### src/hw/rtl/tsq_pkg.sv
// Package for the two-square point finder: item types, constants and state codes.
// Used by every module of the block; it depends on nothing else.
package tsq_pkg;

	localparam int InW            = 48;
	localparam int CoordW         = 24;
	localparam int DW             = 64;
	localparam int PW             = 2 * DW;
	localparam int MaxRes         = 4;
	localparam int ResIdxW        = $clog2(MaxRes);
	localparam int ResCntW        = ResIdxW + 1;
	localparam int ModulusBitsDef = 48;
	localparam int DivCntW        = $clog2(PW) + 1;
	localparam int ShiftCntW      = $clog2(DW) + 1;

	localparam logic [DivCntW-1:0] DivWideBits   = DivCntW'(PW);
	localparam logic [DivCntW-1:0] DivNarrowBits = DivCntW'(DW);

	typedef struct packed {
		logic [InW-1:0]    root;
		logic [InW-1:0]    modulus;
		logic [CoordW-1:0] scale;
	} job_t;

	typedef struct packed {
		logic [CoordW-1:0] point_x;
		logic [CoordW-1:0] point_y;
		logic              point_valid;
		logic              last_point;
	} res_t;

	typedef struct packed {
		logic              valid;
		logic [CoordW-1:0] x;
		logic [CoordW-1:0] y;
	} push_t;

	typedef enum logic [4:0] {
		S_IDLE, S_CHECK, S_SQ, S_DIVP, S_GCD, S_GSHIFT, S_DISPATCH, S_ISQRT,
		S_CFINIT, S_CFDIV, S_CFM1, S_CFM2, S_CFCHK,
		S_F1, S_F2, S_F3, S_F4, S_F5, S_F6,
		S_C1, S_C2, S_C3, S_C4, S_PUSH1, S_PUSH2, S_CNEXT,
		S_FINISH, S_EMIT
	} state_t;

	typedef enum logic [2:0] {
		PH_LOOP, PH_P1A, PH_P1B, PH_P2A, PH_P2B, PH_CFA, PH_CFB
	} phase_t;

	function automatic logic [DW-1:0] mag64(input logic [DW-1:0] x);
		return x[DW-1] ? (~x + DW'(1)) : x;
	endfunction

endpackage

### src/hw/rtl/tsq_mul.sv
// Iterative multiplier: full 128-bit product of two 64-bit operands from four
// 32x32 partial products, one per cycle. Depends on tsq_pkg.
module tsq_mul (
	input  logic                    clk,
	input  logic                    arst_n,
	input  logic                    start,
	input  logic [tsq_pkg::DW-1:0]  a,
	input  logic [tsq_pkg::DW-1:0]  b,
	output logic                    done,
	output logic [tsq_pkg::PW-1:0]  prod
);

	localparam int HW = tsq_pkg::DW / 2;

	logic [tsq_pkg::DW-1:0] a_q, b_q;
	logic [1:0]             ph_q;
	logic                   run_q;
	logic [tsq_pkg::DW-1:0] pp_s1;
	logic [1:0]             ph_s1;
	logic                   pv_s1;
	logic                   done_q;
	logic [tsq_pkg::PW-1:0] acc_q;
	logic [HW-1:0]          opa, opb;
	logic [tsq_pkg::PW-1:0] pp_ext;

	always_comb begin
		opa = ph_q[1] ? a_q[tsq_pkg::DW-1:HW] : a_q[HW-1:0];
		opb = ph_q[0] ? b_q[tsq_pkg::DW-1:HW] : b_q[HW-1:0];
		pp_ext = {{tsq_pkg::DW{1'b0}}, pp_s1};
		case (ph_s1)
			2'd0:    pp_ext = {{tsq_pkg::DW{1'b0}}, pp_s1};
			2'd3:    pp_ext = {pp_s1, {tsq_pkg::DW{1'b0}}};
			default: pp_ext = {{HW{1'b0}}, pp_s1, {HW{1'b0}}};
		endcase
	end

	always_ff @(posedge clk or negedge arst_n) begin
		if (!arst_n) begin
			run_q  <= 1'b0;
			ph_q   <= 2'd0;
			pv_s1  <= 1'b0;
			done_q <= 1'b0;
		end else begin
			done_q <= pv_s1 && (ph_s1 == 2'd3);
			pv_s1  <= run_q;
			if (start) begin
				run_q <= 1'b1;
				ph_q  <= 2'd0;
			end else if (run_q) begin
				ph_q <= ph_q + 2'd1;
				if (ph_q == 2'd3) begin
					run_q <= 1'b0;
				end
			end
		end
	end

	always_ff @(posedge clk) begin
		if (start) begin
			a_q   <= a;
			b_q   <= b;
			acc_q <= '0;
		end else if (pv_s1) begin
			acc_q <= acc_q + pp_ext;
		end
		if (run_q) begin
			pp_s1 <= opa * opb;
			ph_s1 <= ph_q;
		end
	end

	assign done = done_q;
	assign prod = acc_q;

endmodule

### config.mk
export PLATFORM = sky130hd
export DESIGN_NAME = tsq_mul
export DESIGN_NICKNAME = d
export VERILOG_FILES = /design/src/hw/rtl/tsq_pkg.sv /design/src/hw/rtl/tsq_mul.sv
export SDC_FILE = /design/constraint.sdc
export NUM_CORES = 2
export LEC_CHECK = 0
export BUFFER_PORTS_ARGS = -buffer_cell sky130_fd_sc_hd__buf_4
export CAP_MARGIN = 10
export CORE_MARGIN = 8
export CORE_UTILIZATION = 50
export CTS_BUF_LIST = sky130_fd_sc_hd__clkbuf_8
export DETAILED_ROUTE_END_ITERATION = 12
export PLACE_DENSITY = 0.8
export SLEW_MARGIN = 20
export SYNTH_ARGS = -nofsm -noshare
export SYNTH_HDL_FRONTEND = slang
export SYNTH_SLANG_ARGS = --single-unit
### constraint.sdc
create_clock -name clk -period 8.35 [get_ports clk]
set_input_delay 0.835 -clock clk [delete_from_list [all_inputs] [get_ports clk]]
set_output_delay 0.835 -clock clk [all_outputs]
set_load 0.02 [all_outputs]
==> flow_summary_export.csv <==
group,metric,value,unit
cts,cts_buffers,56,
setup_path,start_kind,"flop",
drt,dr.pass1.iters,9,
global_routing,grt_pass1_wl,284400,um
cells_and_area,final_cell_mix,"inv_1, fa_1, nor2_1",
cells_and_area,stdcell_count,7787,
cts,cts_sinks,327,
cells_and_area,syn2layout_area_growth,16.72,%
placed_design,io_buffers,259,
floorplanning,start_util,50.16,%
cells_and_area,multi_input_area,40200,um^2
floorplanning,fp.coreArea,104700,um^2
yosys,syn_inst,5889,
setup_path,cp.required,8850,ps
cts,cts_tree,"yes",
cts,cts_max_level,2,
yosys,synthFlopType,"edfxtp_1",
cells_and_area,ff_latch_area,8526,um^2
yosys,async_flop_share,1.529,%
sta,slew_viol_final,0,
yosys,netlist.area_leader.share,34.20,%
drt,remaining_drc_errors,0,
drt,routed_wirelength,192800,um
cells_and_area,drive_above_1_share,15.74,%
global_routing,first_global_vias,46390,
placed_design,gp_congestion,1.069,
global_routing,antenna_found_initial,3,
cts,clkTransAtPathRegs,70,ps
floorplanning,dieArea,115600,um^2
sta,max_freq,120.2,MHz
sta,worstMarginPinSlew,1078,ps
yosys,yosysSeqAreaShare,16.21,%
sta,max_slew_margin,27.39,%
cts,root_buffer,"clkbuf_8",
setup_path,crit_path_top_delay_cell,"fa_1",
yosys,syn-num-nets,7310,
sta,hold_viol_final,0,
cts,worstSkewPairLatency,750,ps
yosys,yosys_register_bits,327,
floorplanning,pin_count,260,
yosys,syn_area_per_cell,8.915,um^2
global_routing,grt_usage,32.29,%
floorplanning,rows,119,
sta,period_share,99.61,%
setup_path,crit_type,"flop to flop",
status,status,"finished clean",
global_routing,grt_overflow,0,
flow_run,maxCapViolCount,0,
drt,vias,45380,
setup_path,r2r_setup_slack,30,ps
hold_path,hp-class,"input pin to flop",
floorplanning,die_height,340.0,um
setup_path,critical_path.max_fanout,5,
cells_and_area,num-fill-cells,8900,
sta,finClkSkew,49.90,ps
setup_path,path_common_cell,"fa_1",
yosys,yosys_warnings,0,
sta,setup_violations,0,
yosys,synth_edf_count,194,
cts,cts_buffer_depth,3,
yosys,synth.cell_area,52500,um^2
placed_design,place_inst,7637,
yosys,synth_area_leaders,"fa_1, edfxtp_1, ha_1",
yosys,yosysUniqueCellTypes,71,
setup_path,end_kind,"flop",
setup_path,critPathMaxStageDelay,550,ps
drt,drt_iter0_markers,4849,
drt,ant_nets,0,
placed_design,dp_hpwl,159400,um
cells_and_area,final_common_cell,"inv_1",
floorplanning,die_x,340.0,um
sta,period_minus_slack,8318,ps
global_routing,grt_max_degree,99,
drt,via_per_inst,5.828,
sta,rsz0062_at_grt,"true",
yosys,yosys.area.top_type,"fa_1",
cells_and_area,nets,7771,
setup_path,crit_arrival,8810,ps
drt,avgRoutedWirePerCell,24.76,um
metrics by stage:
step | area, um^2 | util [%] | setup slack, ps | setup TNS (ps) | hold WS (ps)
detailed placement | 58810 | 56.19 | -338.8 | -1690 | 480.8
global placement | 58810 | 56.19 | -135.5 | -304.8 | 473.9
CTS | 60210 | 57.52 | 13.57 | 0 | 237.4
floorplan | 52570 | - | -7.421 | -9.150 | 451.2
global route | 61280 | 58.54 | -148.0 | -941.9 | 243.1
finish | 61280 | 58.55 | 32.27 | 0 | 283.3
state kept, by name (all words and copies together), names as in the netlist, 2 cells and up:
| name | count |
|---|---|
| ph_s1 | 2 |
| ph_q | 2 |
| prod | 128 |
| b_q | 64 |
| pp_s1 | 64 |
| a_q | 64 |
worst max-delay path: cells and delay by family (launching register included):
family	cells	cell delay, ps
buffers and inverters	9	840
XOR/XNOR	1	100
AO/OA/AOI/OAI	8	1920
flip-flops	1	530
AND/OR/NAND/NOR	3	210
multiplexers	1	210
adder cells (fa/ha/maj)	9	4280
synthesized netlist by cell type, types with 4 or more instances:
cell        n
a211oi_1   15
o21a_1     22
a31oi_1    26
inv_1     914
clkbuf_1  277
xnor2_1   114
nand2b_1   21
or3_1       7
mux2i_1   130
nand3_1    25
o21bai_1   58
buf_1      20
nand4_1    75
and2_1     81
o21ai_0   207
o211ai_1   14
a21oi_1   272
nor4_1     14
a221oi_1    9
nor2b_1    19
nor3_1     26
fa_1      897
a21o_1    101
a22o_1     37
o221ai_1    5
nand2_1   734
or2_2      14
dfrtp_1     5
dfxtp_1   128
a21boi_0   13
and4_1      7
o31a_1      4
xor2_1     65
o41ai_1     7
and3_1     18
nor2_1    785
a221o_1     5
o31ai_1    13
o21ai_1     5
mux2_2     62
ha_1      393
edfxtp_1  194
routing by layer:
layer / up-vias / share of wire [%] / GRT usage (%)
met5: - / 0.0067 / 0
met4: 2 / 7.5 / 17.87
met3: 679 / 13 / 10.15
met2: 2851 / 43 / 49.95
met1: 22170 / 36 / 40.18
li1: 19690 / - / -
final timing paths:
path                       startpoint        end  cells past startpoint
max in group asynchronous      arst_n      pv_s1                      2
max reg2reg                   ph_q[0]  pp_s1[46]                     31
min                              b[0]     b_q[0]                      1
min in group asynchronous      arst_n       done                      2
min reg2reg                 prod[115]  prod[115]                      2
max                           ph_q[0]  pp_s1[46]                     31
repair_timing:
action	in CTS	in global routing
buffers inserted	7	29
hold buffers	1	0
endpoints found under the setup margin	12	19
endpoints found under the hold margin	5	0
gates cloned	1	8
resized for setup	21	166
pin swaps	7	54
cell families after synthesis:
logic type	Yosys count	share of synthesized area [%]
simple gates	1839	14.63
buf+inv	1212	8.667
fa+ha+maj	1290	43.57
mux	192	3.808
compound gates	850	10.12
xor+xnor	179	2.986
flops	327	16.21
area by class of cell:
cell class / instances / area share [%]
clock buffer: 63 / 1.415
tap: 1391 / 2.840
inverter: 914 / 5.598
antenna: 3 / 0.01225
timing repair buffer: 701 / 10.09
sequential: 327 / 13.91
clock inverter: 38 / 0.5309
multi-input combinational: 4350 / 65.61
Power is left out: the tool's default activity adds up to more than one toggle a clock period on the data nets, which glitch-free logic cannot reach.
