**src/hw/rtl/tsq_pkg.sv**
```systemverilog
// Package for the two-square point finder: item types, constants and state codes.
// Used by every module of the block; it depends on nothing else.
package tsq_pkg;

	localparam int InW            = 48;
	localparam int CoordW         = 24;
	localparam int DW             = 64;
	localparam int PW             = 2 * DW;
	localparam int MaxRes         = 4;
	localparam int ResIdxW        = $clog2(MaxRes);
	localparam int ResCntW        = ResIdxW + 1;
	localparam int ModulusBitsDef = 48;
	localparam int DivCntW        = $clog2(PW) + 1;
	localparam int ShiftCntW      = $clog2(DW) + 1;

	localparam logic [DivCntW-1:0] DivWideBits   = DivCntW'(PW);
	localparam logic [DivCntW-1:0] DivNarrowBits = DivCntW'(DW);

	typedef struct packed {
		logic [InW-1:0]    root;
		logic [InW-1:0]    modulus;
		logic [CoordW-1:0] scale;
	} job_t;

	typedef struct packed {
		logic [CoordW-1:0] point_x;
		logic [CoordW-1:0] point_y;
		logic              point_valid;
		logic              last_point;
	} res_t;

	typedef struct packed {
		logic              valid;
		logic [CoordW-1:0] x;
		logic [CoordW-1:0] y;
	} push_t;

	typedef enum logic [4:0] {
		S_IDLE, S_CHECK, S_SQ, S_DIVP, S_GCD, S_GSHIFT, S_DISPATCH, S_ISQRT,
		S_CFINIT, S_CFDIV, S_CFM1, S_CFM2, S_CFCHK,
		S_F1, S_F2, S_F3, S_F4, S_F5, S_F6,
		S_C1, S_C2, S_C3, S_C4, S_PUSH1, S_PUSH2, S_CNEXT,
		S_FINISH, S_EMIT
	} state_t;

	typedef enum logic [2:0] {
		PH_LOOP, PH_P1A, PH_P1B, PH_P2A, PH_P2B, PH_CFA, PH_CFB
	} phase_t;

	function automatic logic [DW-1:0] mag64(input logic [DW-1:0] x);
		return x[DW-1] ? (~x + DW'(1)) : x;
	endfunction

endpackage

```
**src/hw/rtl/tsq_div.sv**
```systemverilog
// Restoring divider, one quotient bit per cycle: 128-bit or 64-bit dividend
// over a 64-bit divisor, 64-bit quotient and remainder. Depends on tsq_pkg.
module tsq_div (
	input  logic                   clk,
	input  logic                   arst_n,
	input  logic                   start,
	input  logic                   wide,
	input  logic [tsq_pkg::PW-1:0] dvd,
	input  logic [tsq_pkg::DW-1:0] dvs,
	output logic                   done,
	output logic [tsq_pkg::DW-1:0] quo,
	output logic [tsq_pkg::DW-1:0] rem
);

	logic [tsq_pkg::PW-1:0]      sh_q;
	logic [tsq_pkg::DW-1:0]      rem_q, quo_q, dvs_q;
	logic [tsq_pkg::DivCntW-1:0] cnt_q;
	logic                        run_q, done_q;
	logic [tsq_pkg::DW:0]        trial;
	logic                        fits;

	always_comb begin
		trial = {rem_q, sh_q[tsq_pkg::PW-1]};
		fits  = trial >= {1'b0, dvs_q};
	end

	always_ff @(posedge clk or negedge arst_n) begin
		if (!arst_n) begin
			run_q  <= 1'b0;
			done_q <= 1'b0;
			cnt_q  <= '0;
		end else begin
			done_q <= 1'b0;
			if (start) begin
				run_q <= 1'b1;
				cnt_q <= wide ? tsq_pkg::DivWideBits : tsq_pkg::DivNarrowBits;
			end else if (run_q) begin
				cnt_q <= cnt_q - 1'b1;
				if (cnt_q == tsq_pkg::DivCntW'(1)) begin
					run_q  <= 1'b0;
					done_q <= 1'b1;
				end
			end
		end
	end

	always_ff @(posedge clk) begin
		if (start) begin
			sh_q  <= wide ? dvd : {dvd[tsq_pkg::DW-1:0], {tsq_pkg::DW{1'b0}}};
			rem_q <= '0;
			quo_q <= '0;
			dvs_q <= dvs;
		end else if (run_q) begin
			sh_q  <= {sh_q[tsq_pkg::PW-2:0], 1'b0};
			quo_q <= {quo_q[tsq_pkg::DW-2:0], fits};
			rem_q <= fits ? (trial[tsq_pkg::DW-1:0] - dvs_q) : trial[tsq_pkg::DW-1:0];
		end
	end

	assign done = done_q;
	assign quo  = quo_q;
	assign rem  = rem_q;

endmodule

```
**config.mk**
```make
export PLATFORM = sky130hd
export DESIGN_NAME = tsq_div
export DESIGN_NICKNAME = d
export VERILOG_FILES = /design/src/hw/rtl/tsq_pkg.sv /design/src/hw/rtl/tsq_div.sv
export SDC_FILE = /design/constraint.sdc
export NUM_CORES = 1
export LEC_CHECK = 0
export CAP_MARGIN = 20
export CORE_UTILIZATION = 35
export CTS_CLUSTER_DIAMETER = 30
export DETAILED_ROUTE_END_ITERATION = 10
export DONT_BUFFER_PORTS = 1
export PLACE_DENSITY = 0.51
export SLEW_MARGIN = 10
export SYNTH_ARGS = -nofsm -noshare
export SYNTH_HDL_FRONTEND = slang
export SYNTH_SLANG_ARGS = --single-unit
```
**constraint.sdc**
```tcl
create_clock -name clk -period 6.6 [get_ports clk]
set_clock_uncertainty 0.15 [all_clocks]
set_input_delay 0.99 -clock clk [delete_from_list [all_inputs] [get_ports clk]]
set_output_delay 0.99 -clock clk [all_outputs]
set_load 0.02 [all_outputs]
```
==> impl_metrics.toml <==
[min_path]
whs_endpoint = "quo[47]$_SDFFE_PP0P_"
min_path_type = "in -> reg"
worstHoldStart = "start"
hold_depth = 1

[worst_setup_path]
critical-path-top-delay-family = "compound AO/OA/AOI/OAI gates"
worstPathMaxFanout = 44
r2r_start = "rem[7]$_SDFFE_PP0P_"
reg2reg_slack_ps = 2280
crit_chain = "ha_1 > a21oi_1 > o21ai_0 > a21boi_0 > a311oi_2 > o21ai_1 > o21ai_2 > nor2_4 > buf_4 > a21boi_0 > a311oi_1"
crit_path_end_kind = "register"
critPathMaxStageDelay_ps = 660
slowest_stage = "nor2_4"
crit_required_ps = 6950
path_buf_inv = 1
critPathKind = "reg -> reg"
r2r_cells = 11
critPathArrivalTime_ps = 4670
crit_path_frequent_cell = "a21boi_0"
cp-start-kind = "register"
r2r_end = "rem[56]$_SDFFE_PP0P_"

[power]
power_frac_clock_pct = 44.3
p_leak_uw = 0.00891
p_sw_share_pct = 33.0
vdd_ir_drop_max_mv = 0.194
power.switching_uw = 3290
combPwrFrac_pct = 24.7
power.internal_uw = 6680
p_per_area_nw_per_um2 = 472
pwr-share-seq_pct = 31.0

[logic_synthesis]
yosys_warnings = 0
yosysSeqAreaShare_pct = 48.9
synth_top_area_cell = "edfxtp_1"
synth_top_area_share_pct = 32.8
synthesis.instances = 1858
syn_avg_cell_area_um2 = 9.45
ys_seq_elements = 330
synth_fp_nets = 2121
async_reset_ff_share_pct = 3.03
synth_flop_cell = "edfxtp_1"
ys_types = 68
synth_edf_count = 192
yosys-top-cells-area = "edfxtp_1 33%, dfxtp_1 15%, mux2i_1 8.3%"
netlist_area_um2 = 17600

[final_layout]
syn_to_final_growth_pct = 20.2
final_cell_mix = "269 x nor2_1, 192 x edfxtp_1, 176 x a21oi_1"
final_common_cell = "nor2_1"
fin_nets = 2103
final_core_util_pct = 42.8
drive_gt1_share_pct = 8.22
final_cells = 2574

[die]
die-area_um2 = 51100
core-area_um2 = 49300
die_y_um = 226
ios = 325
die_width_um = 226
std_cell_rows = 81
start_util_pct = 35.6

[timing]
max_freq_mhz = 231
tns_ps = 0
timing.hold.ws_ps = 314
setup_ws_ps = 2280
rsz0062_at_grt = "no"
slew_viol_final = 0
fin_crit_ps = 4320
worstMarginPinSlew_ps = 1020
final.period_utilization_pct = 65.5
hold_viol = 0
slew-limit-headroom_pct = 32.2
setup_viol = 0

[detailed_routing]
route.vias.total = 13400
wl_um = 46100
dr.first_iter.drc_count = 887
routedWlPerCell_um = 17.9
drt_pass1_iterations = 5
drcViolationCount = 0
ant_nets = 0
drt-vias-per-instance = 5.20

[clock_network]
clockRootBuffer = "clkbuf_16"
clk_pin_slew_ps = 40
cts.sinks = 330
cts_inserted_buffers = 84
htreeDepth = 3
insertion_delay_ps = 600
cts_max_path_buffers = 3
cts_tree = "yes"
ctsResizeCount = 0

[placed_design]
io_buffers = 0
dpl_worst_slack_ps = 2340
place.gp.congestion = 0.861
place_hpwl_um = 31400
dp_cells = 2417

[status]
status = "complete, no violations"

[global_route]
grt_max_degree = 402
track_usage_pct = 17.5
overflow = 0
antenna_found_initial = 5
grt_pass1_vias = 12900
grt_pass1_wl_um = 70500

[flow_run]
drv_cap = 0
worst register-to-register path, stage by stage (launching register included):
cell and delay, ps:
dfxtp_1 530, ha_1 400, a21oi_1 220, o21ai_0 170
a21boi_0 400, a311oi_2 240, o21ai_1 240, o21ai_2 120
nor2_4 660, buf_4 590, a21boi_0 230, a311oi_1 270
how the worst max path moves through the flow:
stage | slack [ps] | depth (start not counted) | to | startpoint
global route | 1970 | 11 | rem[56]$_SDFFE_PP0P_ | rem[7]$_SDFFE_PP0P_
CTS | 2310 | 10 | rem[39]$_SDFFE_PP0P_ | rem[59]$_SDFFE_PP0P_
floorplan | 2890 | 3 | sh_q[0]$_SDFFCE_PN0P_ | start
global placement | 2390 | 11 | rem[56]$_SDFFE_PP0P_ | rem[7]$_SDFFE_PP0P_
finish | 2280 | 11 | rem[56]$_SDFFE_PP0P_ | rem[7]$_SDFFE_PP0P_
detailed placement | 2340 | 11 | rem[56]$_SDFFE_PP0P_ | rem[7]$_SDFFE_PP0P_
state kept, by name, indices dropped and copies added, names as in the netlist:
| signal | flops |
|---|---|
| done | 1 |
| quo | 64 |
| dvs_q | 64 |
| rem | 64 |
| cnt_q | 8 |
| sh_q | 128 |
| run_q | 1 |
metal layers:
metal	GRT usage, %	share of wire [%]
met5	0	0.13
met4	7.04	2.8
met3	5.84	7.5
met2	26.6	45
met1	22.9	45
through the flow:
step	area, µm²	total power [µW]
final	21100	9970
after floorplan	17600	4970
after global placement	18000	5540
after global routing	21100	10500
after detailed placement	18000	5560
after CTS	21100	10100
power by group through the flow:
stage	sequential [µW]	combinational (µW)	clock, µW
6_report	3090	2460	4410
5_1_grt	3140	2760	4610
4_1_cts	3100	2460	4510
3_5_place_dp	3130	2430	0
3_3_place_gp	3120	2410	0
2_1_floorplan	2980	1990	0
what timing repair did:
item | 4_1_cts | 5_1_grt
hold endpoints to repair | 10 | 0
hold buffers | 1 | 0
buffers inserted | 0 | 0
Yosys cell counts (3+ instances only):
cell	n
edfxtp_1	192
mux2i_1	146
xor2_1	23
nor3_1	14
nor2_1	269
dfxtp_1	128
nor4_1	6
and2_1	4
ha_1	66
o21a_1	7
nand4_1	23
o21bai_1	18
nand3_1	18
or2_2	3
nand2b_1	19
clkbuf_1	87
o211a_1	4
a311oi_1	7
nor2b_1	9
a21oi_1	176
dfrtp_1	10
nand4b_1	5
or3_1	3
inv_1	153
and3_1	5
o31ai_1	5
a21o_1	20
nand2_1	133
o221ai_1	7
buf_1	7
a21boi_0	4
a31oi_1	14
o211ai_1	12
a211oi_1	53
buf_2	15
xnor2_1	40
o21ai_0	114
cell families (layout without fill, tap and decap cells):
kind of cell | Yosys count | in the layout | share of synthesized area [%]
XOR/XNOR | 63 | 63 | 3.14
adder cells (fa/ha/maj) | 67 | 67 | 4.82
flip-flops | 330 | 330 | 48.9
AND/OR/NAND/NOR | 521 | 521 | 12.9
multiplexers | 148 | 148 | 8.45
other | 0 | 1 | 0
buffers and inverters | 264 | 315 | 5.84
AO/OA/AOI/OAI | 465 | 465 | 16.0
area by class of cell:
| cell class | count | area [µm²] |
|---|---|---|
| repair buffers | 7 | 75.1 |
| well taps | 664 | 831 |
| clock inverters | 53 | 828 |
| fillers | 4837 | 28200 |
| clock buffers | 102 | 2240 |
| diodes | 1 | 2.50 |
| flip-flops and latches | 330 | 8580 |
| multi-input cells | 1264 | 7960 |
| inverters | 153 | 574 |
(Power assumes the default switching activity.)
