$ cat config.mk
export PLATFORM = sky130hd
export DESIGN_NAME = tsq_outbuf
export DESIGN_NICKNAME = d
export VERILOG_FILES = /design/src/hw/rtl/tsq_pkg.sv /design/src/hw/rtl/tsq_outbuf.sv
export SDC_FILE = /design/constraint.sdc
export NUM_CORES = 1
export LEC_CHECK = 0
export ABC_AREA = 1
export BUFFER_PORTS_ARGS = -buffer_cell sky130_fd_sc_hd__buf_2
export CAP_MARGIN = 20
export CORE_MARGIN = 8
export CORE_UTILIZATION = 40
export DETAILED_ROUTE_END_ITERATION = 8
export GPL_TIMING_DRIVEN = 0
export PLACE_DENSITY_LB_ADDON = 0.05
export SLEW_MARGIN = 25
export SYNTH_ARGS = -nofsm -noshare
export SYNTH_HDL_FRONTEND = slang
export SYNTH_SLANG_ARGS = --single-unit
$ cat constraint.sdc
create_clock -name clk -period 3.7 [get_ports clk]
set_clock_uncertainty 0.05 [all_clocks]
set_input_delay 0.185 -clock clk [delete_from_list [all_inputs] [get_ports clk]]
set_output_delay 0.185 -clock clk [all_outputs]
set_load 0.02 [all_outputs]
$ cat src/hw/rtl/tsq_pkg.sv
// Package for the two-square point finder: item types, constants and state codes.
// Used by every module of the block; it depends on nothing else.
package tsq_pkg;

	localparam int InW            = 48;
	localparam int CoordW         = 24;
	localparam int DW             = 64;
	localparam int PW             = 2 * DW;
	localparam int MaxRes         = 4;
	localparam int ResIdxW        = $clog2(MaxRes);
	localparam int ResCntW        = ResIdxW + 1;
	localparam int ModulusBitsDef = 48;
	localparam int DivCntW        = $clog2(PW) + 1;
	localparam int ShiftCntW      = $clog2(DW) + 1;

	localparam logic [DivCntW-1:0] DivWideBits   = DivCntW'(PW);
	localparam logic [DivCntW-1:0] DivNarrowBits = DivCntW'(DW);

	typedef struct packed {
		logic [InW-1:0]    root;
		logic [InW-1:0]    modulus;
		logic [CoordW-1:0] scale;
	} job_t;

	typedef struct packed {
		logic [CoordW-1:0] point_x;
		logic [CoordW-1:0] point_y;
		logic              point_valid;
		logic              last_point;
	} res_t;

	typedef struct packed {
		logic              valid;
		logic [CoordW-1:0] x;
		logic [CoordW-1:0] y;
	} push_t;

	typedef enum logic [4:0] {
		S_IDLE, S_CHECK, S_SQ, S_DIVP, S_GCD, S_GSHIFT, S_DISPATCH, S_ISQRT,
		S_CFINIT, S_CFDIV, S_CFM1, S_CFM2, S_CFCHK,
		S_F1, S_F2, S_F3, S_F4, S_F5, S_F6,
		S_C1, S_C2, S_C3, S_C4, S_PUSH1, S_PUSH2, S_CNEXT,
		S_FINISH, S_EMIT
	} state_t;

	typedef enum logic [2:0] {
		PH_LOOP, PH_P1A, PH_P1B, PH_P2A, PH_P2B, PH_CFA, PH_CFB
	} phase_t;

	function automatic logic [DW-1:0] mag64(input logic [DW-1:0] x);
		return x[DW-1] ? (~x + DW'(1)) : x;
	endfunction

endpackage

$ cat src/hw/rtl/tsq_outbuf.sv
// Result buffer: collects up to four points of one input item, then hands them
// out through a registered valid/ready stage. Depends on tsq_pkg.
module tsq_outbuf (
	input  logic                  clk,
	input  logic                  arst_n,
	input  logic                  clear,
	input  tsq_pkg::push_t        push,
	input  logic                  flush,
	output logic                  res_valid,
	input  logic                  res_ready,
	output tsq_pkg::res_t         res_data,
	output logic                  busy
);

	logic [tsq_pkg::CoordW-1:0]  x_q [tsq_pkg::MaxRes];
	logic [tsq_pkg::CoordW-1:0]  y_q [tsq_pkg::MaxRes];
	logic [tsq_pkg::ResCntW-1:0] cnt_q;
	logic [tsq_pkg::ResIdxW-1:0] rd_q;
	logic                        drain_q, valid_q;
	tsq_pkg::res_t               res_q;
	logic                        load, is_last, room, empty;

	always_comb begin
		empty   = cnt_q == '0;
		room    = cnt_q < tsq_pkg::ResCntW'(tsq_pkg::MaxRes);
		load    = drain_q && (!valid_q || res_ready);
		is_last = empty || ({1'b0, rd_q} == (cnt_q - 1'b1));
	end

	always_ff @(posedge clk or negedge arst_n) begin
		if (!arst_n) begin
			cnt_q   <= '0;
			rd_q    <= '0;
			drain_q <= 1'b0;
			valid_q <= 1'b0;
		end else begin
			if (clear) begin
				cnt_q <= '0;
			end else if (push.valid && room) begin
				cnt_q <= cnt_q + 1'b1;
			end
			if (flush) begin
				drain_q <= 1'b1;
				rd_q    <= '0;
			end else if (load) begin
				if (is_last) begin
					drain_q <= 1'b0;
				end else begin
					rd_q <= rd_q + 1'b1;
				end
			end
			if (load) begin
				valid_q <= 1'b1;
			end else if (res_ready) begin
				valid_q <= 1'b0;
			end
		end
	end

	always_ff @(posedge clk) begin
		if (push.valid && room) begin
			x_q[cnt_q[tsq_pkg::ResIdxW-1:0]] <= push.x;
			y_q[cnt_q[tsq_pkg::ResIdxW-1:0]] <= push.y;
		end
		if (load) begin
			res_q.point_x     <= empty ? '0 : x_q[rd_q];
			res_q.point_y     <= empty ? '0 : y_q[rd_q];
			res_q.point_valid <= !empty;
			res_q.last_point  <= is_last;
		end
	end

	assign res_valid = valid_q;
	assign res_data  = res_q;
	assign busy      = drain_q || valid_q;

endmodule

==> impl_metrics.tcl, run 1 <==
set metrics [dict create \
    drcViolationCount 0 \
    synth_cells 684 \
    final_cells 1222 \
    grt_overflow 0 \
    hold_path_class "input port to flip-flop" \
    crit_slowest_cell "dfrtp_1" \
    report.final.slew_viol_count 0 \
    regArea_mm2 0.00744 \
    grt_pass1_vias 6076 \
    powerDensity_mw_per_mm2 595 \
    antenna_found_initial 0 \
    clkTransAtPathRegs_ps 60 \
    initial_utilization_pct 40.5 \
    irDropWorstVdd_uv 408 \
    viasPerCell 4.85 \
    status "complete, no violations" \
    crit_family "buffers and inverters" \
    p_total_mw 7.19 \
    drtIter0Drc 351 \
    syn_area_mm2 0.00942 \
    synth_cell_types 22 \
    nets 943 \
    postSynthAreaPerCell_um2 13.8 \
    drt_first_pass_iters 5 \
    setup_viol 0 \
    yosysMostFrequentCell "edfxtp_1" \
    worst-r2r-setup-slack_ps 1660 \
    synth_area_leader_cell "edfxtp_1" \
    yosys-top-cells-count "edfxtp_1 (242), nor2_1 (206), o21ai_0 (86)" \
    coreArea_mm2 0.0233 \
    n_antenna_cell 0 \
    die_h_um 169 \
    postRouteAntennaNets 0 \
    ys_warn_count 0 \
    cts_tree "built" \
    synthToLayoutAreaGrowth_pct 28.2 \
    final.period_utilization_pct 55.1 \
    leakagePower_nw 4.41 \
    grt_pass1_wl_um 35500 \
    yosysTopAreaCellShare_pct 77.2 \
    cpMostUsedCell "buf_2" \
    numPortBuffers 105 \
    dp_hpwl_um 14200 \
    clock_path_buffers 3 \
    clock.fmax_mhz 491 \
    path_buf_inv 4 \
    fp.dieArea_mm2 0.0287 \
    worstPathRequired_ps 3900 \
    synth_enable_flop_cells 242 \
    die_w_um 169 \
    ys_ff_latch 249 \
    io_pins 106 \
    netlist_top_cells_area "edfxtp_1 (77%), nor2_1 (8.2%), o21ai_0 (4.6%), a21oi_1 (2.6%), dfrtp_1 (1.9%)" \
    cp_max_fo 10 \
    grt_max_degree 20 \
    ys_seq_area_share_pct 79.0 \
    multi_input_area_mm2 0.00173 \
    crit_arrival_ps 2240 \
    met2_usage_pct 27.1 \
    async_flop_share_pct 2.81 \
    maxSlewHeadroom_pct 54.3 \
    tightest_slew_ps 685 \
    fillerInstances 2027 \
    place_inst 1121 \
    cts_root_buf "clkbuf_16" \
    grtUsageMet3_pct 3.00 \
    maxCapViolCount 0 \
    busiest_layer "met2" \
    wl_per_cell_um 18.9 \
    rsz0062_at_grt "false" \
    cts.sinks 249 \
    cts_made_buffers 27 \
    post_cts_buffers 0 \
    grt_util_all_layers_pct 16.1 \
    path_class "flip-flop to flip-flop" \
    crit_chain "inv_1, ha_1, nand2_4, inv_2, buf_2, buf_2, a21oi_1" \
    start_kind "flip-flop" \
    cts_max_level 1 \
    rows 56 \
    ys.flop_type "edfxtp_1" \
    hold_violations 0 \
    min_period_ps 2040 \
    wl_um 23100 \
    whs_ps 109 \
    gp_congestion 0.736 \
    grtUsageMet1_pct 21.2 \
    dr_total_vias 5930 \
    drive_above_1_share_pct 20.8 \
    synth_nets 743 \
    clock_latency_ps 520 \
    final_util_pct 51.9 \
    worstSetupEndpointType "flip-flop" \
    max_stage_delay_ps 430 \
]
[cell usage in the layout, fill, tap and decap left out, drive strengths merged]
master and count:
a211oi 1, a21oi 49, buf 139, bufinv 2
clkbuf 55, clkinv 7, dfrtp 7, dlygate4sd3 53
edfxtp 242, ha 5, inv 15, nand2 19
nand3 4, nor2 206, nor3 1, o21ai 96
or2 1, xnor2 1
[flip-flops by register name (all words and copies together) (netlist names)]
signal,cells
res_data,50
cnt_q,3
drain_q,1
res_valid,1
x_q,96
y_q,96
rd_q,2
[logic make-up after synthesis]
group                      share of synthesized area, %
adders and majority gates                         0.664
DFF                                                79.0
xor gates and xnor gates                         0.0930
and+or+nand+nor                                    9.38
AOI/OAI and AO/OA                                  7.79
buffers and inverters                              3.06
[worst paths after layout]
kind / start / endpoint / cells after the start
min: push[48] / cnt_q[0]$_DFFE_PN0P_ / 5
max reg2reg: cnt_q[0]$_DFFE_PN0P_ / res_data[45]$_SDFFCE_PN0P_ / 7
min in group asynchronous: arst_n / res_valid$_DFFE_PN0P_ / 3
max: cnt_q[0]$_DFFE_PN0P_ / res_data[45]$_SDFFCE_PN0P_ / 7
min reg2reg: drain_q$_DFFE_PN0P_ / drain_q$_DFFE_PN0P_ / 2
max in group asynchronous: arst_n / cnt_q[2]$_DFFE_PN0P_ / 3
[power breakdown]
part / switching, mW / internal (mW)
Combinational: 0.810 / 0.423
Clock: 1.03 / 1.52
Sequential: 0.0530 / 3.35
Total: 1.89 / 5.29
[through the flow]
stage | setup slack (ps) | instance area [µm²] | TNS, ps
after floorplan | 367 | 9420 | 0
after global placement | -1670 | 10300 | -317520
after detailed placement | 1620 | 10700 | 0
after CTS | 1610 | 12100 | 0
after global routing | 1560 | 12100 | 0
final | 1660 | 12100 | 0
[routing by layer]
| layer | vias up | share of wire (%) |
|---|---|---|
| met5 | - | 0 |
| li1 | 2832 | - |
| met4 | 0 | 1.5 |
| met2 | 152 | 48 |
| met1 | 2922 | 45 |
| met3 | 24 | 5.5 |
[worst reg2reg max path: stages, from the launching register on]
cell and delay, ps:
dfrtp_1 430, inv_1 170, ha_1 220, nand2_4 90, inv_2 70, buf_2 290, buf_2 340, a21oi_1 110
[final cells by class]
class                      count  area share [%]
clock buffer                  39            6.14
multi-input combinational    383            14.3
buffer                        37            1.92
sequential                   249            61.7
inverter                      15           0.466
timing repair buffer         171            11.4
tap                          319            3.31
clock inverter                 9           0.767
[timing repair]
item                                   4_1_cts  5_1_grt
hold buffers                                53        0
endpoints found under the hold margin      206        0
gates resized for setup                      0        0
Note: power is estimated with default switching activity, not from simulation.
==> run 2: changes to the inputs <==
--- a/config.mk
+++ b/config.mk
@@ -5,7 +5,7 @@
 export SDC_FILE = /design/constraint.sdc
 export NUM_CORES = 1
 export LEC_CHECK = 0
-export ABC_AREA = 1
+export ABC_AREA = 0
 export BUFFER_PORTS_ARGS = -buffer_cell sky130_fd_sc_hd__buf_2
 export CAP_MARGIN = 20
 export CORE_MARGIN = 8
==> constraint.sdc (replaced) <==
create_clock -name clk -period 2.1 [get_ports clk]
set_clock_uncertainty 0.05 [all_clocks]
set_input_delay 0.105 -clock clk [delete_from_list [all_inputs] [get_ports clk]]
set_output_delay 0.105 -clock clk [all_outputs]
set_load 0.02 [all_outputs]
==> run 2 against run 1 <==
Against the previous run:
- routed wire length fell by 20%
- non-clock buffer count fell by 19
- core utilization fell by 0.35 points
- clock-buffer cell count shrank 9
- hold slack better by 160 ps
- synthesized cell count shrank 41%
- sequential share of layout area grew 1.9 points
- critical path depth decreased by 4
- critical path type unchanged
- critical endpoint is now x_q[3][7]$_DFFE_PP_
- largest cell class unchanged
- highest routed layer unchanged
==> impl_metrics.tcl, run 2 <==
set metrics [dict create \
    status "complete, no violations" \
    async_flop_share_pct 2.81 \
    dr_total_vias 4427 \
    setup_viol 0 \
    grt_pass1_wl_um 28500 \
    yosys-top-cells-count "edfxtp_1 (242), and2_1 (51), mux4_2 (48)" \
    drtIter0Drc 189 \
    ys.flop_type "edfxtp_1" \
    netlist_top_cells_area "edfxtp_1 (79%), mux4_2 (12%), and2_1 (3.4%), dfrtp_1 (1.9%), buf_6 (0.73%)" \
    coreArea_mm2 0.0227 \
    cts_max_level 1 \
    min_period_ps 1960 \
    io_pins 106 \
    ys_warn_count 0 \
    grt_max_degree 34 \
    dp_hpwl_um 11000 \
    drive_above_1_share_pct 36.5 \
    rows 55 \
    die_h_um 168 \
    powerDensity_mw_per_mm2 985 \
    worstSetupEndpointType "flip-flop" \
    grt_overflow 0 \
    ys_seq_area_share_pct 80.4 \
    crit_arrival_ps 2120 \
    cts.sinks 249 \
    synth_cell_types 26 \
    regArea_mm2 0.00744 \
    cp_max_fo 25 \
    clock.fmax_mhz 511 \
    synth_area_leader_cell "edfxtp_1" \
    p_total_mw 11.5 \
    maxSlewHeadroom_pct 62.0 \
    yosysTopAreaCellShare_pct 78.5 \
    wl_per_cell_um 20.4 \
    busiest_layer "met2" \
    cts_tree "built" \
    grtUsageMet3_pct 2.57 \
    syn_area_mm2 0.00926 \
    path_buf_inv 1 \
    synth_enable_flop_cells 242 \
    grt_util_all_layers_pct 13.1 \
    finalInstanceArea_mm2 0.0117 \
    report.final.slew_viol_count 0 \
    irDropWorstVdd_uv 501 \
    max_stage_delay_ps 520 \
    synth_cells 401 \
    wl_um 18400 \
    hold_violations 0 \
    drcViolationCount 0 \
    initial_utilization_pct 40.8 \
    fillerInstances 1863 \
    multi_input_area_mm2 0.00166 \
    cts_root_buf "clkbuf_16" \
    final_util_pct 51.5 \
    final.period_utilization_pct 93.1 \
    ys_ff_latch 249 \
    crit_family "simple AND/OR/NAND/NOR gates" \
    final_common_cell "edfxtp_1" \
    fp.dieArea_mm2 0.0283 \
    postRouteAntennaNets 0 \
    placed_area_mm2 0.0103 \
    viasPerCell 4.90 \
    n_antenna_cell 0 \
    synth_nets 460 \
    cts_made_buffers 26 \
    antenna_found_initial 0 \
    clkTransAtPathRegs_ps 60 \
    numPortBuffers 105 \
    crit_chain "nor2b_1, and2_4, buf_12" \
    path_class "flip-flop to flip-flop" \
    worstPathRequired_ps 2270 \
    maxCapViolCount 0 \
    gp_congestion 0.660 \
    leakagePower_nw 4.08 \
    grt_pass1_vias 4976 \
    clock_latency_ps 520 \
    drt_first_pass_iters 6 \
    final_cell_mix "edfxtp_1 (242), buf_2 (108), dlygate4sd3_1 (54), mux4_2 (48), and2_1 (48)" \
    postSynthAreaPerCell_um2 23.1 \
    clock_path_buffers 3 \
    die_w_um 168 \
    crit_slowest_cell "and2_4" \
    rsz0062_at_grt "false" \
    hold_path_class "input port to flip-flop" \
    grtUsageMet1_pct 17.1 \
    synthToLayoutAreaGrowth_pct 26.5 \
    yosysMostFrequentCell "edfxtp_1" \
    tightest_slew_ps 571 \
    nets 660 \
    start_kind "flip-flop" \
    met2_usage_pct 22.0 \
]
==> run 2: repair_timing <==
item,4_1_cts,5_1_grt
endpoints found under the hold margin,206,0
setup endpoints to repair,48,0
hold buffers,54,0
gates resized for setup,0,0
buffers inserted,6,0
==> run 2: final cells by class <==
class	count	area share (%)
buffer	17	1.30
timing repair buffer	172	10.9
inverter	4	0.160
clock inverter	16	0.877
multi-input combinational	131	14.2
sequential	249	63.6
tap	285	3.05
clock buffer	30	5.87
==> run 2: tightest hold or removal path, stage by stage <==
cell and delay (ps):
dlygate4sd3_1 520, buf_2 130, a21oi_1 40
==> run 2: final timing paths <==
| kind | startpoint | end | slack [ps] | cells past startpoint |
|---|---|---|---|---|
| worst min register to register | drain_q$_DFFE_PN0P_ | res_valid$_DFFE_PN0P_ | 520 | 1 |
| max in group asynchronous | arst_n | rd_q[1]$_DFFE_PN0P_ | 1250 | 3 |
| min in group asynchronous | arst_n | cnt_q[0]$_DFFE_PN0P_ | 500 | 3 |
| worst min-delay path | flush | rd_q[1]$_DFFE_PN0P_ | 270 | 3 |
| worst max-delay path | cnt_q[2]$_DFFE_PN0P_ | x_q[3][7]$_DFFE_PP_ | 140 | 3 |
| worst max register to register | cnt_q[2]$_DFFE_PN0P_ | x_q[3][7]$_DFFE_PP_ | 140 | 3 |
==> run 2: logic make-up (layout without fill, tap and decap cells) <==
| group | count (synthesis) | in the layout | synth area share [%] |
|---|---|---|---|
| adders and majority gates | 5 | 5 | 0.676 |
| and+or+nand+nor | 66 | 66 | 4.29 |
| DFF | 249 | 249 | 80.4 |
| xor gates and xnor gates | 4 | 4 | 0.541 |
| muxes | 48 | 48 | 11.7 |
| AOI/OAI and AO/OA | 8 | 8 | 0.635 |
| buffers and inverters | 21 | 239 | 1.77 |
==> run 2: power breakdown <==
group          total [mW]  switching [mW]  internal, mW
combinational        1.35           0.746         0.606
clock                4.24            1.80          2.45
sequential           5.94          0.0817          5.85
total                11.5            2.62          8.91
==> run 2: metrics by stage <==
| step | cells | worst slack, ps | hold slack [ps] | setup TNS [ps] |
|---|---|---|---|---|
| after floorplan | 401 | -89.4 | -241 | -4290 |
| after global placement | 791 | -994 | -105 | -126560 |
| after detailed placement | 798 | -274 | -97.8 | -9900 |
| after CTS | 904 | 105 | 229 | 0 |
| after global routing | 904 | 25.9 | 253 | 0 |
| final | 904 | 144 | 267 | 0 |
==> run 2: routing by layer <==
| layer | part of all wire (%) | vias up |
|---|---|---|
| li1 | - | 2019 |
| met1 | 44 | 2273 |
| met2 | 49 | 105 |
| met3 | 4.6 | 30 |
| met4 | 1.8 | 0 |
| met5 | 0 | - |
